File: config.mk
export PLATFORM = sky130hd
export DESIGN_NAME = tpc_coef_regs
export DESIGN_NICKNAME = d
export VERILOG_FILES = /design/src/rtl/tpc_pkg.sv /design/src/rtl/tpc_coef_regs.sv
export SDC_FILE = /design/constraint.sdc
export NUM_CORES = 1
export LEC_CHECK = 0
export ABC_AREA = 1
export BUFFER_PORTS_ARGS = -buffer_cell sky130_fd_sc_hd__buf_4
export CAP_MARGIN = 20
export CORE_ASPECT_RATIO = 0.8
export CORE_MARGIN = 3
export CORE_UTILIZATION = 46
export CTS_BUF_LIST = sky130_fd_sc_hd__clkbuf_8 sky130_fd_sc_hd__clkbuf_16
export DETAILED_ROUTE_END_ITERATION = 10
export PLACE_DENSITY = 0.76
export SETUP_SLACK_MARGIN = 0.1
export SLEW_MARGIN = 30
export SYNTH_ARGS = -nofsm -noshare
export SYNTH_HDL_FRONTEND = slang
export SYNTH_SLANG_ARGS = --single-unit
File: constraint.sdc
create_clock -name i_clk -period 0.8 [get_ports i_clk]
set_clock_uncertainty 0.05 [all_clocks]
set_input_delay 0.16 -clock i_clk [delete_from_list [all_inputs] [get_ports i_clk]]
set_output_delay 0.16 -clock i_clk [all_outputs]
set_load 0.01 [all_outputs]
File: src/rtl/tpc_pkg.sv
// Shared widths, calibration constants, register indexes and types
// for the polynomial temperature converter. No dependencies.
`default_nettype none

package tpc_pkg;

    localparam int RawW    = 24;
    localparam int UW      = 32;
    localparam int CoefW   = 16;
    localparam int CW      = 28;
    localparam int TermW   = 60;
    localparam int SumW    = 62;
    localparam int FracOut = 40;
    localparam int MagW    = SumW + 1 - FracOut;
    localparam int TempW   = 16;
    localparam int CfgIdxW = 3;
    localparam int NumStg  = 9;

    // Scale factors of the linear, square, cube and fourth power terms, Q24
    localparam logic [CW-1:0] C1Q24 = CW'(109951163);
    localparam logic [CW-1:0] C2Q24 = CW'(144115188);
    localparam logic [CW-1:0] C3Q24 = CW'(188894659);
    localparam logic [CW-1:0] C4Q24 = CW'(61897002);

    typedef enum logic [CfgIdxW-1:0] {
        CFG_K0 = 3'd0,
        CFG_K1 = 3'd1,
        CFG_K2 = 3'd2,
        CFG_K3 = 3'd3,
        CFG_K4 = 3'd4
    } t_cfg_idx;

    typedef struct packed {
        logic [CoefW-1:0] k0;
        logic [CoefW-1:0] k1;
        logic [CoefW-1:0] k2;
        logic [CoefW-1:0] k3;
        logic [CoefW-1:0] k4;
    } t_coefs;

endpackage

`default_nettype wire

File: src/rtl/tpc_coef_regs.sv
// Calibration coefficient registers with a plain indexed write port.
// Depends on tpc_pkg.
`default_nettype none

module tpc_coef_regs
    import tpc_pkg::*;
(
    input  wire logic               i_clk,
    input  wire logic               i_rst_n,
    input  wire logic               i_cfg_we,
    input  wire logic [CfgIdxW-1:0] i_cfg_idx,
    input  wire logic [CoefW-1:0]   i_cfg_data,
    output t_coefs                  o_coefs
);

    t_coefs r_coefs;
    t_coefs n_coefs;

    always_comb begin
        n_coefs = r_coefs;
        if (i_cfg_we) begin
            case (t_cfg_idx'(i_cfg_idx))
                CFG_K0:  n_coefs.k0 = i_cfg_data;
                CFG_K1:  n_coefs.k1 = i_cfg_data;
                CFG_K2:  n_coefs.k2 = i_cfg_data;
                CFG_K3:  n_coefs.k3 = i_cfg_data;
                CFG_K4:  n_coefs.k4 = i_cfg_data;
                default: n_coefs = r_coefs;
            endcase
        end
    end

    always_ff @(posedge i_clk) begin
        if (!i_rst_n) begin
            r_coefs <= '0;
        end else begin
            r_coefs <= n_coefs;
        end
    end

    assign o_coefs = r_coefs;

endmodule

`default_nettype wire

* Word-level counts from Yosys, hierarchy flattened *
Index checks and enable logic that the tools add are counted.

cells by class
  add/subtract/negate cells = 0
  multiply operators = 0
  div/mod/pow operators = 0
  order comparisons = 0
  equality and inequality tests = 4
  shift-type cells = 0
  multiplexer cells = 0
  bitwise logic cells = 0
  reductions and logical operators = 6

operator list
  operator                                                          count
  2-bit AND reduction                                               5
  3-bit by 2-bit == test with 1-bit output (second input constant)  2
  3-bit by 1-bit == test with 1-bit output (second input constant)  1
  3-bit == test (second input constant)                             1
  3-bit zero test                                                   1

word-level totals
  register bits = 80
  latch bits = 0
  memory bits (writable) = 0
  memory bits (read-only) = 0
  output and inout port bits = 80
  word-level logic and storage cells = 15
  memories = 0

* Longest topological paths before layout *
Gate-level depths: netlist of the first run.

  depth after elaboration = 2
  depth in mapped cells = 6

* Worst setup path after synthesis of the first run *
Ideal clock, no wire load.

  path kind = input to register
  from = input i_cfg_we
  to = register r_coefs, in the netlist o_coefs[64]
  library setup time = 0.113 ns
  data arrival time = 0.741 ns
  data required time = 0.637 ns
  setup slack = -0.104 ns
  stages = 6
  path buffers = 1
  path through = inv_1 > nor2_4 > buf_4 > nand3_1 > nand2_1 > nor2_1

on the way
  cells in the longest elaborated chain, start to end = 1

ends and longest elaborated chain
  element                               line                 text
  from (decl)                           tpc_coef_regs.sv:10  input wire logic i_cfg_we,
  2-bit AND reduction (no source line)  n/a
  to (signal assigned)                  tpc_coef_regs.sv:37  r_coefs <= n_coefs;
  to (decl)                             tpc_coef_regs.sv:16  t_coefs r_coefs;

No other way between the ends.
A chain may end at the register's enable or synchronous reset.

* Worst setup path after layout of the first run *
  from = register r_coefs, in the netlist o_coefs[60]
  to = output o_coefs[60] (netlist bit)

RTL lines
  element    line                 text
  to (decl)  tpc_coef_regs.sv:13  output t_coefs o_coefs

No word-level cell between the ends.

==> results of run 1 <==
[logic make-up (layout without fill, tap and decap cells)]
kind of cell  Yosys count  count (layout)  synth area share (%)
simple gates          335             335                  43.0
flops                  80              80                  48.6
buf+inv                49             198                  8.32
[per-layer routing]
metal	track usage, %	part of all wire [%]	vias to the layer above
li1	-	-	1732
met1	35.0	36	1996
met2	49.7	49	328
met3	8.15	10	92
met4	8.08	5.0	0
met5	0	0	-
[cells in the final DEF, fill, tap and decap left out]
cell	Yosys	routed
buf_12	0	14
buf_16	0	3
buf_4	8	31
buf_6	7	100
buf_8	0	4
bufinv_16	0	2
clkbuf_16	0	8
clkbuf_8	0	10
clkinv_2	0	1
dfxtp_2	0	78
dfxtp_4	0	2
inv_1	21	19
inv_16	0	1
inv_2	1	1
inv_6	0	1
inv_8	0	3
nand2_1	84	66
nand2_2	1	17
nand2_8	0	3
nand3_1	80	21
nand3_2	0	50
nand3_4	0	9
nor2_1	161	116
nor2_2	2	33
nor2_4	6	20
[worst paths after layout]
| kind | endpoint | slack, ns | cells after the start |
|---|---|---|---|
| worst min register to register | o_coefs[75] | 0.44 | 2 |
| worst min-delay path | o_coefs[18] | 0.21 | 4 |
| worst max register to register | o_coefs[64] | -0.06 | 4 |
| worst max-delay path | o_coefs[60] | -0.26 | 1 |
[worst reg2reg max path: stages (launching register included)]
cell and delay (ns):
dfxtp_4 0.36, buf_6 0.11, buf_6 0.11, nor2_4 0.09, nor2_2 0.04
[timing repair]
| item | CTS | global route |
|---|---|---|
| pin swaps | 33 | 43 |
| setup endpoints to repair | 160 | 160 |
| buffers inserted | 15 | 17 |
| resized for setup | 214 | 103 |
| gates cloned | 4 | 7 |
[stage by stage]
stage,setup slack [ns],setup TNS [ns],hold WS (ns)
after global routing,-0.274,-21.62,0.211
after global placement,-0.314,-23.15,0.409
after floorplan,-0.0809,-3.74,0.342
after detailed placement,-0.363,-25.41,0.418
final,-0.264,-19.14,0.210
after CTS,-0.235,-17.57,0.169
[area by class of cell]
cell class,count,area (um2)
fillers,214,490
clock buffers,10,138
inverters,22,126
clock inverters,6,76.3
multi-input cells,335,2040
well taps,84,105
flip-flops and latches,80,1710
repair buffers,160,1980
[where the power goes]
group | internal [mW] | switching (mW)
registers | 4.14 | 0.132
clock network | 1.81 | 1.58
logic | 0.914 | 1.06
total | 6.86 | 2.77
==> impl_metrics.json, run 1 <==
{
  "status": "complete, but fails checks",
  "violations": "negative setup slack",
  "syn_area_per_cell_um2": 7.10,
  "rows": 26,
  "critical_path.startpoint": "o_coefs[60]",
  "die_x_um": 101,
  "drt-pass1-iter-count": 6,
  "final_cells": 697,
  "finalCriticalPeriod_ns": 1.06,
  "ys_ff_latch": 80,
  "syn-cell-area_mm2": 0.00329,
  "setup_viol": 112,
  "hold_viol": 0,
  "grt.overflow.total": 0,
  "drc": 0,
  "core-area_mm2": 0.00667,
  "synth_top_cell_by_area": "dfxtp_1",
  "end_kind": "output pin",
  "synthDistinctLibCells": 15,
  "grt_first_pass_wirelength_mm": 18.2,
  "slew_violations": 0,
  "seq_area_frac_synth_pct": 48.6,
  "placed_area_mm2": 0.00446,
  "initialDrtViolationCount": 441,
  "cts_hold_buffers": 0,
  "cts_buffer_depth": 2,
  "wirelength_mm": 15.4,
  "powerDensity_mw_per_mm2": 1560,
  "route.vias.total": 4148,
  "io_pins": 102,
  "max_stage_delay_ns": 0.38,
  "die_area_mm2": 0.00822,
  "clock_sinks": 80,
  "numCtsBuffers": 9,
  "synth_area_leaders": "dfxtp_1, nor2_1, nand3_1",
  "gr-usage-all-layers_pct": 28.7,
  "final_nets": 630,
  "antenna_found_initial": 0,
  "ir_drop_uv": 1260,
  "fin_area_mm2": 0.00618,
  "drive_gt1_share_pct": 63.8,
  "ys_async_sr_fraction_pct": 0,
  "final_util_pct": 92.6,
  "synth_commonest_cells": "nor2_1, nand2_1, dfxtp_1, nand3_1, inv_1",
  "h-tree-depth": 3,
  "grt_max_degree": 35,
  "hold_class": "in -> reg",
  "cp_num_buf_inv": 1,
  "synth-edff-count": 0,
  "critPathMaxFanout": 2,
  "arrival_ns": 0.85,
  "synth_top_area_share_pct": 48.6,
  "worstPathCellList": "buf_6",
  "yosysWarnings": 0,
  "syn_to_final_growth_pct": 87.6,
  "finalPower_mw": 9.63,
  "cap_violations": 0,
  "die_y_um": 81.7,
  "grt_setup_unrepaired": "true",
  "syn-num-nets": 486,
  "post-dp-hpwl_mm": 6.60,
  "period_share_pct": 133,
  "portBuffers": 101,
  "place_congestion": 0.804,
  "ys.flop_type": "dfxtp_1",
  "critPathKind": "reg -> out",
  "dp_cells": 640,
  "start_util_pct": 49.4,
  "cts_tree": "built",
  "synth_cells": 464,
  "power_leakage_nw": 2.65,
  "vias_per_cell": 5.95,
  "diodes": 0,
  "cp.required_ns": 0.59,
  "critPathTopFamily": "flip-flops",
  "regToRegStartpoint": "o_coefs[64]",
  "max_slew.worst_pin.slew_ns": 0.457,
  "largest_reg_flops": 80,
  "finalWorstSetupSlack_ns": -0.264,
  "max_freq_ghz": 0.940,
  "yosysMostFrequentCell": "nor2_1",
  "slew_headroom_pct": 69.5,
  "clk_pin_slew_ns": 0.08,
  "ant_nets": 0,
  "crit_path_top_delay_cell": "dfxtp_2",
  "grt_pass1_vias": 3480,
  "critPathLaunchType": "register",
  "wl_per_cell_um": 22.1,
  "worstHoldStart": "i_rst_n",
  "clk_latency_ns": 0.36,
  "cts-root-buf": "clkbuf_8"
}
Power figures use the tool's default switching activity.
==> run 2, diff against run 1 <==
==> constraint.sdc (replaced) <==
create_clock -name i_clk -period 0.8 [get_ports i_clk]
set_clock_uncertainty 0.05 [all_clocks]
set_input_delay 0.08 -clock i_clk [delete_from_list [all_inputs] [get_ports i_clk]]
set_output_delay 0.08 -clock i_clk [all_outputs]
set_load 0.01 [all_outputs]
==> run 2 against run 1 <==
  * The run still ends with negative setup slack left
  * Core utilization down 16 points
  * Wire length down 34%
  * Critical path depth unchanged
  * Largest cell class is now flip-flops and latches
==> impl_metrics.json, run 2 (synthesis results as in run 1) <==
{
  "arrival_ns": 0.82,
  "p_seq_share_pct": 46.8,
  "gr-usage-all-layers_pct": 24.6,
  "clk_latency_ns": 0.34,
  "period_share_pct": 118,
  "end_kind": "output pin",
  "slew_violations": 0,
  "drt-pass1-iter-count": 6,
  "critPathTopFamily": "flip-flops",
  "place_ws_ns": -0.274,
  "grt.overflow.total": 0,
  "cts_tree": "built",
  "critPathLaunchType": "register",
  "drive_gt1_share_pct": 46.1,
  "status": "complete, but fails checks",
  "clkPwrFrac_pct": 38.1,
  "final_util_pct": 77.0,
  "vias_per_cell": 5.22,
  "swShare_pct": 24.9,
  "placed_area_mm2": 0.00423,
  "cts_buffer_depth": 2,
  "slew_headroom_pct": 80.1,
  "worstPathCellList": "buf_6",
  "core-area_mm2": 0.00667,
  "largest_reg_flops": 80,
  "diodes": 0,
  "grt_max_degree": 43,
  "syn_to_final_growth_pct": 55.9,
  "worstHoldStart": "i_cfg_data[6]",
  "critPathMaxFanout": 2,
  "ant_nets": 0,
  "cap_violations": 0,
  "max_slew.worst_pin.slew_ns": 0.298,
  "finalCriticalPeriod_ns": 0.946,
  "die_x_um": 101,
  "hold_viol": 0,
  "grt_first_pass_wirelength_mm": 15.9,
  "post-dp-hpwl_mm": 6.53,
  "portBuffers": 101,
  "wirelength_mm": 10.2,
  "p_int_mw": 6.83,
  "violations": "negative setup slack",
  "start_util_pct": 49.4,
  "critical_path.startpoint": "o_coefs[38]",
  "power_frac_comb_pct": 15.1,
  "critPathKind": "reg -> out",
  "hold_class": "in -> reg",
  "place_congestion": 0.792,
  "h-tree-depth": 3,
  "max_freq_ghz": 1.06,
  "fillCellCount": 481,
  "initialDrtViolationCount": 194,
  "die_area_mm2": 0.00822,
  "numCtsBuffers": 9,
  "wl_per_cell_um": 15.4,
  "cp.required_ns": 0.67,
  "power_leakage_nw": 2.31,
  "route.vias.total": 3459,
  "crit_path_top_delay_cell": "dfxtp_2",
  "clk_pin_slew_ns": 0.08,
  "fin_area_mm2": 0.00513,
  "final_cell_mix": "nor2_1, buf_6, nand2_1",
  "setup_viol": 80,
  "final_nets": 596,
  "cp_num_buf_inv": 1,
  "rows": 26,
  "final_common_cell": "nor2_1",
  "clock_sinks": 80,
  "cts-root-buf": "clkbuf_8",
  "regToRegStartpoint": "o_coefs[32]",
  "cts_hold_buffers": 0,
  "max_stage_delay_ns": 0.36,
  "antenna_found_initial": 0,
  "r2r_setup_slack_ns": 0.06,
  "io_pins": 102,
  "finalWorstSetupSlack_ns": -0.146,
  "ir_drop_uv": 1230,
  "drc": 0,
  "grt_pass1_vias": 3246,
  "grt_setup_unrepaired": "true",
  "die_y_um": 81.7,
  "powerDensity_mw_per_mm2": 1770,
  "p_switching_mw": 2.27
}
==> run 2: cell count changes in the layout (fill, tap and decap cells not counted), sizes merged <==
cell      before  now
inv           25   23
clkbuf        18    9
clkinv         1    2
clkinvlp       0    1
bufinv         2    3
buf          152  126
==> run 2: through the flow <==
stage / cells / hold slack [ns] / power (mW) / TNS [ns]
floorplan: 464 / 0.254 / 4.98 / -0.00703
CTS: 656 / 0.0860 / 9.06 / -10.42
global route: 663 / 0.120 / 9.44 / -11.94
global placement: 632 / 0.413 / 5.44 / -15.50
finish: 663 / 0.107 / 9.10 / -9.67
detailed placement: 632 / 0.423 / 5.46 / -17.60
==> run 2: metal layers <==
layer | vias to the layer above | track usage, % | routed length [um]
li1 | 1663 | - | -
met1 | 1604 | 33.1 | 4280
met2 | 177 | 39.8 | 4950
met3 | 15 | 6.03 | 848
met4 | 0 | 6.59 | 134
met5 | - | 0 | 0
==> run 2: power by group through the flow <==
| stage | combinational [mW] | clock [mW] | sequential [mW] |
|---|---|---|---|
| floorplan | 0.636 | 0 | 4.34 |
| global placement | 1.15 | 0 | 4.29 |
| detailed placement | 1.17 | 0 | 4.29 |
| CTS | 1.29 | 3.52 | 4.25 |
| global route | 1.49 | 3.68 | 4.27 |
| finish | 1.37 | 3.47 | 4.26 |
==> run 2: cell type report <==
class	instances	area, um2	share of cell area [%]
inverters	22	100	1.95
repair buffers	126	1420	27.6
flip-flops and latches	80	1700	33.1
clock inverters	7	111	2.17
clock buffers	9	124	2.41
well taps	84	105	2.05
multi-input cells	335	1570	30.6
==> run 2: what timing repair did <==
| item | in CTS | in global routing |
|---|---|---|
| pin swaps | 16 | 13 |
| buffers inserted | 8 | 8 |
| gates resized for setup | 165 | 22 |
| gates cloned | 0 | 0 |
| endpoints found under the setup margin | 82 | 143 |
==> run 2: worst paths after layout <==
path                  to  depth (start not counted)
max          o_coefs[38]                          1
min          o_coefs[22]                          5
max reg2reg  o_coefs[32]                          3
min reg2reg  o_coefs[27]                          2
==> run 3, diff against run 2 <==
Settings changed: SETUP_SLACK_MARGIN 0.1 to not set.
==> run 3 against run 2 <==
  * The flow still finishes with violations (negative setup slack)
  * Critical endpoint is now o_coefs[21]
  * Worst hold slack lost 0.025 ns
  * Clock power shrank 23%
  * Wire length shrank 7.2%
  * Setup slack lost 0.0067 ns
  * Flip-flop and latch count is the same
  * Total power shrank 10%
  * Final area shrank 6.1%
  * Final cell count shrank 0.45%
  * Via count shrank 2.9%
  * Register-to-register slack lost 0.07 ns
==> impl_metrics.json, run 3 (synthesis results as in run 1) <==
{
  "hold_viol": 0,
  "rows": 26,
  "final_common_cell": "nor2_1",
  "portBuffers": 101,
  "power_leakage_nw": 2.21,
  "met3_usage_pct": 7.30,
  "io_pins": 102,
  "route.vias.total": 3357,
  "antenna_found_initial": 0,
  "cts_hold_buffers": 0,
  "gr-usage-all-layers_pct": 23.9,
  "cts_tree": "built",
  "critPathMaxFanout": 2,
  "grt_util_met1_pct": 30.9,
  "arrival_ns": 0.82,
  "fillCellCount": 536,
  "critPathTopFamily": "flip-flops",
  "holdWs_ns": 0.0819,
  "grt_first_pass_wirelength_mm": 15.3,
  "die_area_mm2": 0.00822,
  "ir_drop_uv": 1210,
  "wl_per_cell_um": 14.4,
  "cts-root-buf": "clkbuf_8",
  "r2r_setup_slack_ns": -0.01,
  "h-tree-depth": 3,
  "critPathLaunchType": "register",
  "worstHoldStart": "i_cfg_data[3]",
  "start_util_pct": 49.4,
  "ant_nets": 0,
  "cts_buffer_depth": 2,
  "reg2reg_to": "o_coefs[21]",
  "period_share_pct": 119,
  "die_y_um": 81.7,
  "setup_viol": 81,
  "status": "complete, but fails checks",
  "fin_area_mm2": 0.00482,
  "numCtsBuffers": 9,
  "hold_class": "in -> reg",
  "clock_sinks": 80,
  "grt.overflow.total": 0,
  "wirelength_mm": 9.48,
  "cp.required_ns": 0.67,
  "clk_pin_slew_ns": 0.08,
  "largest_reg_flops": 80,
  "max_slew.worst_pin.slew_ns": 0.422,
  "critPathKind": "reg -> out",
  "end_kind": "output pin",
  "max_freq_ghz": 1.05,
  "vias_per_cell": 5.09,
  "syn_to_final_growth_pct": 46.4,
  "placed_area_mm2": 0.00417,
  "drc": 0,
  "regToRegStartpoint": "o_coefs[21]",
  "crit_path_top_delay_cell": "dfxtp_2",
  "slew_violations": 0,
  "final_nets": 593,
  "clk_latency_ns": 0.35,
  "drt-pass1-iter-count": 5,
  "grt_util_met2_pct": 38.4,
  "core-area_mm2": 0.00667,
  "cap_violations": 0,
  "place_congestion": 0.815,
  "grt-busiest-layer": "met2",
  "critical_path.startpoint": "o_coefs[21]",
  "final_cell_mix": "nor2_1, nand2_1, buf_6",
  "r2r_cells": 4,
  "violations": "negative setup slack",
  "worstPathCellList": "buf_6",
  "post-dp-hpwl_mm": 6.32,
  "diodes": 0,
  "finalWorstSetupSlack_ns": -0.153,
  "grt_max_degree": 47,
  "grt_pass1_vias": 3184,
  "max_stage_delay_ns": 0.36,
  "worst-path-stages": 1,
  "cp_num_buf_inv": 1,
  "cp-endpoint": "o_coefs[21]",
  "slew_headroom_pct": 71.8,
  "powerDensity_mw_per_mm2": 1700,
  "initialDrtViolationCount": 254,
  "finalCriticalPeriod_ns": 0.953,
  "grt_setup_unrepaired": "true",
  "die_x_um": 101,
  "drive_gt1_share_pct": 40.1
}
[run 3: changes by cell type in the layout (fill, tap and decap cells not counted), moves of 3 or more]
cell | before | now
buf_12 | 12 | 8
buf_4 | 28 | 33
buf_6 | 86 | 82
inv_1 | 17 | 22
nor2_2 | 8 | 3
nor2_4 | 14 | 7
nand3_1 | 66 | 80
nor2_1 | 147 | 159
nand3_2 | 14 | 0
bufinv_16 | 3 | 0
[run 3: final cells by class]
| class | count | area (um2) | share of cell area (%) |
|---|---|---|---|
| clock buffer | 10 | 138 | 2.85 |
| sequential | 80 | 1700 | 35.3 |
| timing repair buffer | 123 | 1330 | 27.6 |
| multi-input combinational | 335 | 1430 | 29.6 |
| tap | 84 | 105 | 2.18 |
| clock inverter | 6 | 36.3 | 0.752 |
| inverter | 22 | 82.6 | 1.71 |
[run 3: where the power goes]
| group | switching, mW | total [mW] | internal (mW) |
|---|---|---|---|
| combinational | 0.663 | 1.26 | 0.592 |
| clock | 1.49 | 2.68 | 1.19 |
| sequential | 0.110 | 4.26 | 4.15 |
| total | 2.27 | 8.19 | 5.93 |
[run 3: worst register-to-register path, cell delays in order (launching register included)]
cell	delay, ns
dfxtp_2	0.34
buf_6	0.11
buf_6	0.11
nor2_4	0.06
nor2_1	0.04
[run 3: worst min-delay path by stage]
stage	to	slack, ns	cells past startpoint
floorplan	o_coefs[69]	0.28	4
global placement	o_coefs[28]	0.42	2
detailed placement	o_coefs[12]	0.42	2
CTS	o_coefs[19]	0.07	5
global route	o_coefs[54]	0.09	5
finish	o_coefs[19]	0.08	5
[run 3: metrics by stage]
step	setup WS (ns)	utilization (%)	cells	power, mW	setup TNS (ns)
after global placement	-0.232	62.5	637	5.40	-15.91
after CTS	-0.156	71.4	656	8.17	-11.30
after detailed placement	-0.281	62.5	637	5.43	-17.21
after global routing	-0.190	72.3	660	8.56	-13.57
after floorplan	-0.0238	-	464	4.93	-0.785
final	-0.153	72.3	660	8.19	-10.58
[run 3: repair_timing]
action                                  CTS  global route
endpoints found under the setup margin   80            81
cloned                                    0             0
pin swaps                                 0             3
resized for setup                       160             4
buffers inserted                          3             4
[run 3: metal layers]
| metal | share of wire [%] | up-vias | routed length (um) |
|---|---|---|---|
| met2 | 46 | 169 | 4360 |
| met5 | 0 | - | 0 |
| li1 | - | 1647 | - |
| met3 | 11 | 17 | 1030 |
| met1 | 42 | 1524 | 3970 |
| met4 | 1.3 | 0 | 121 |
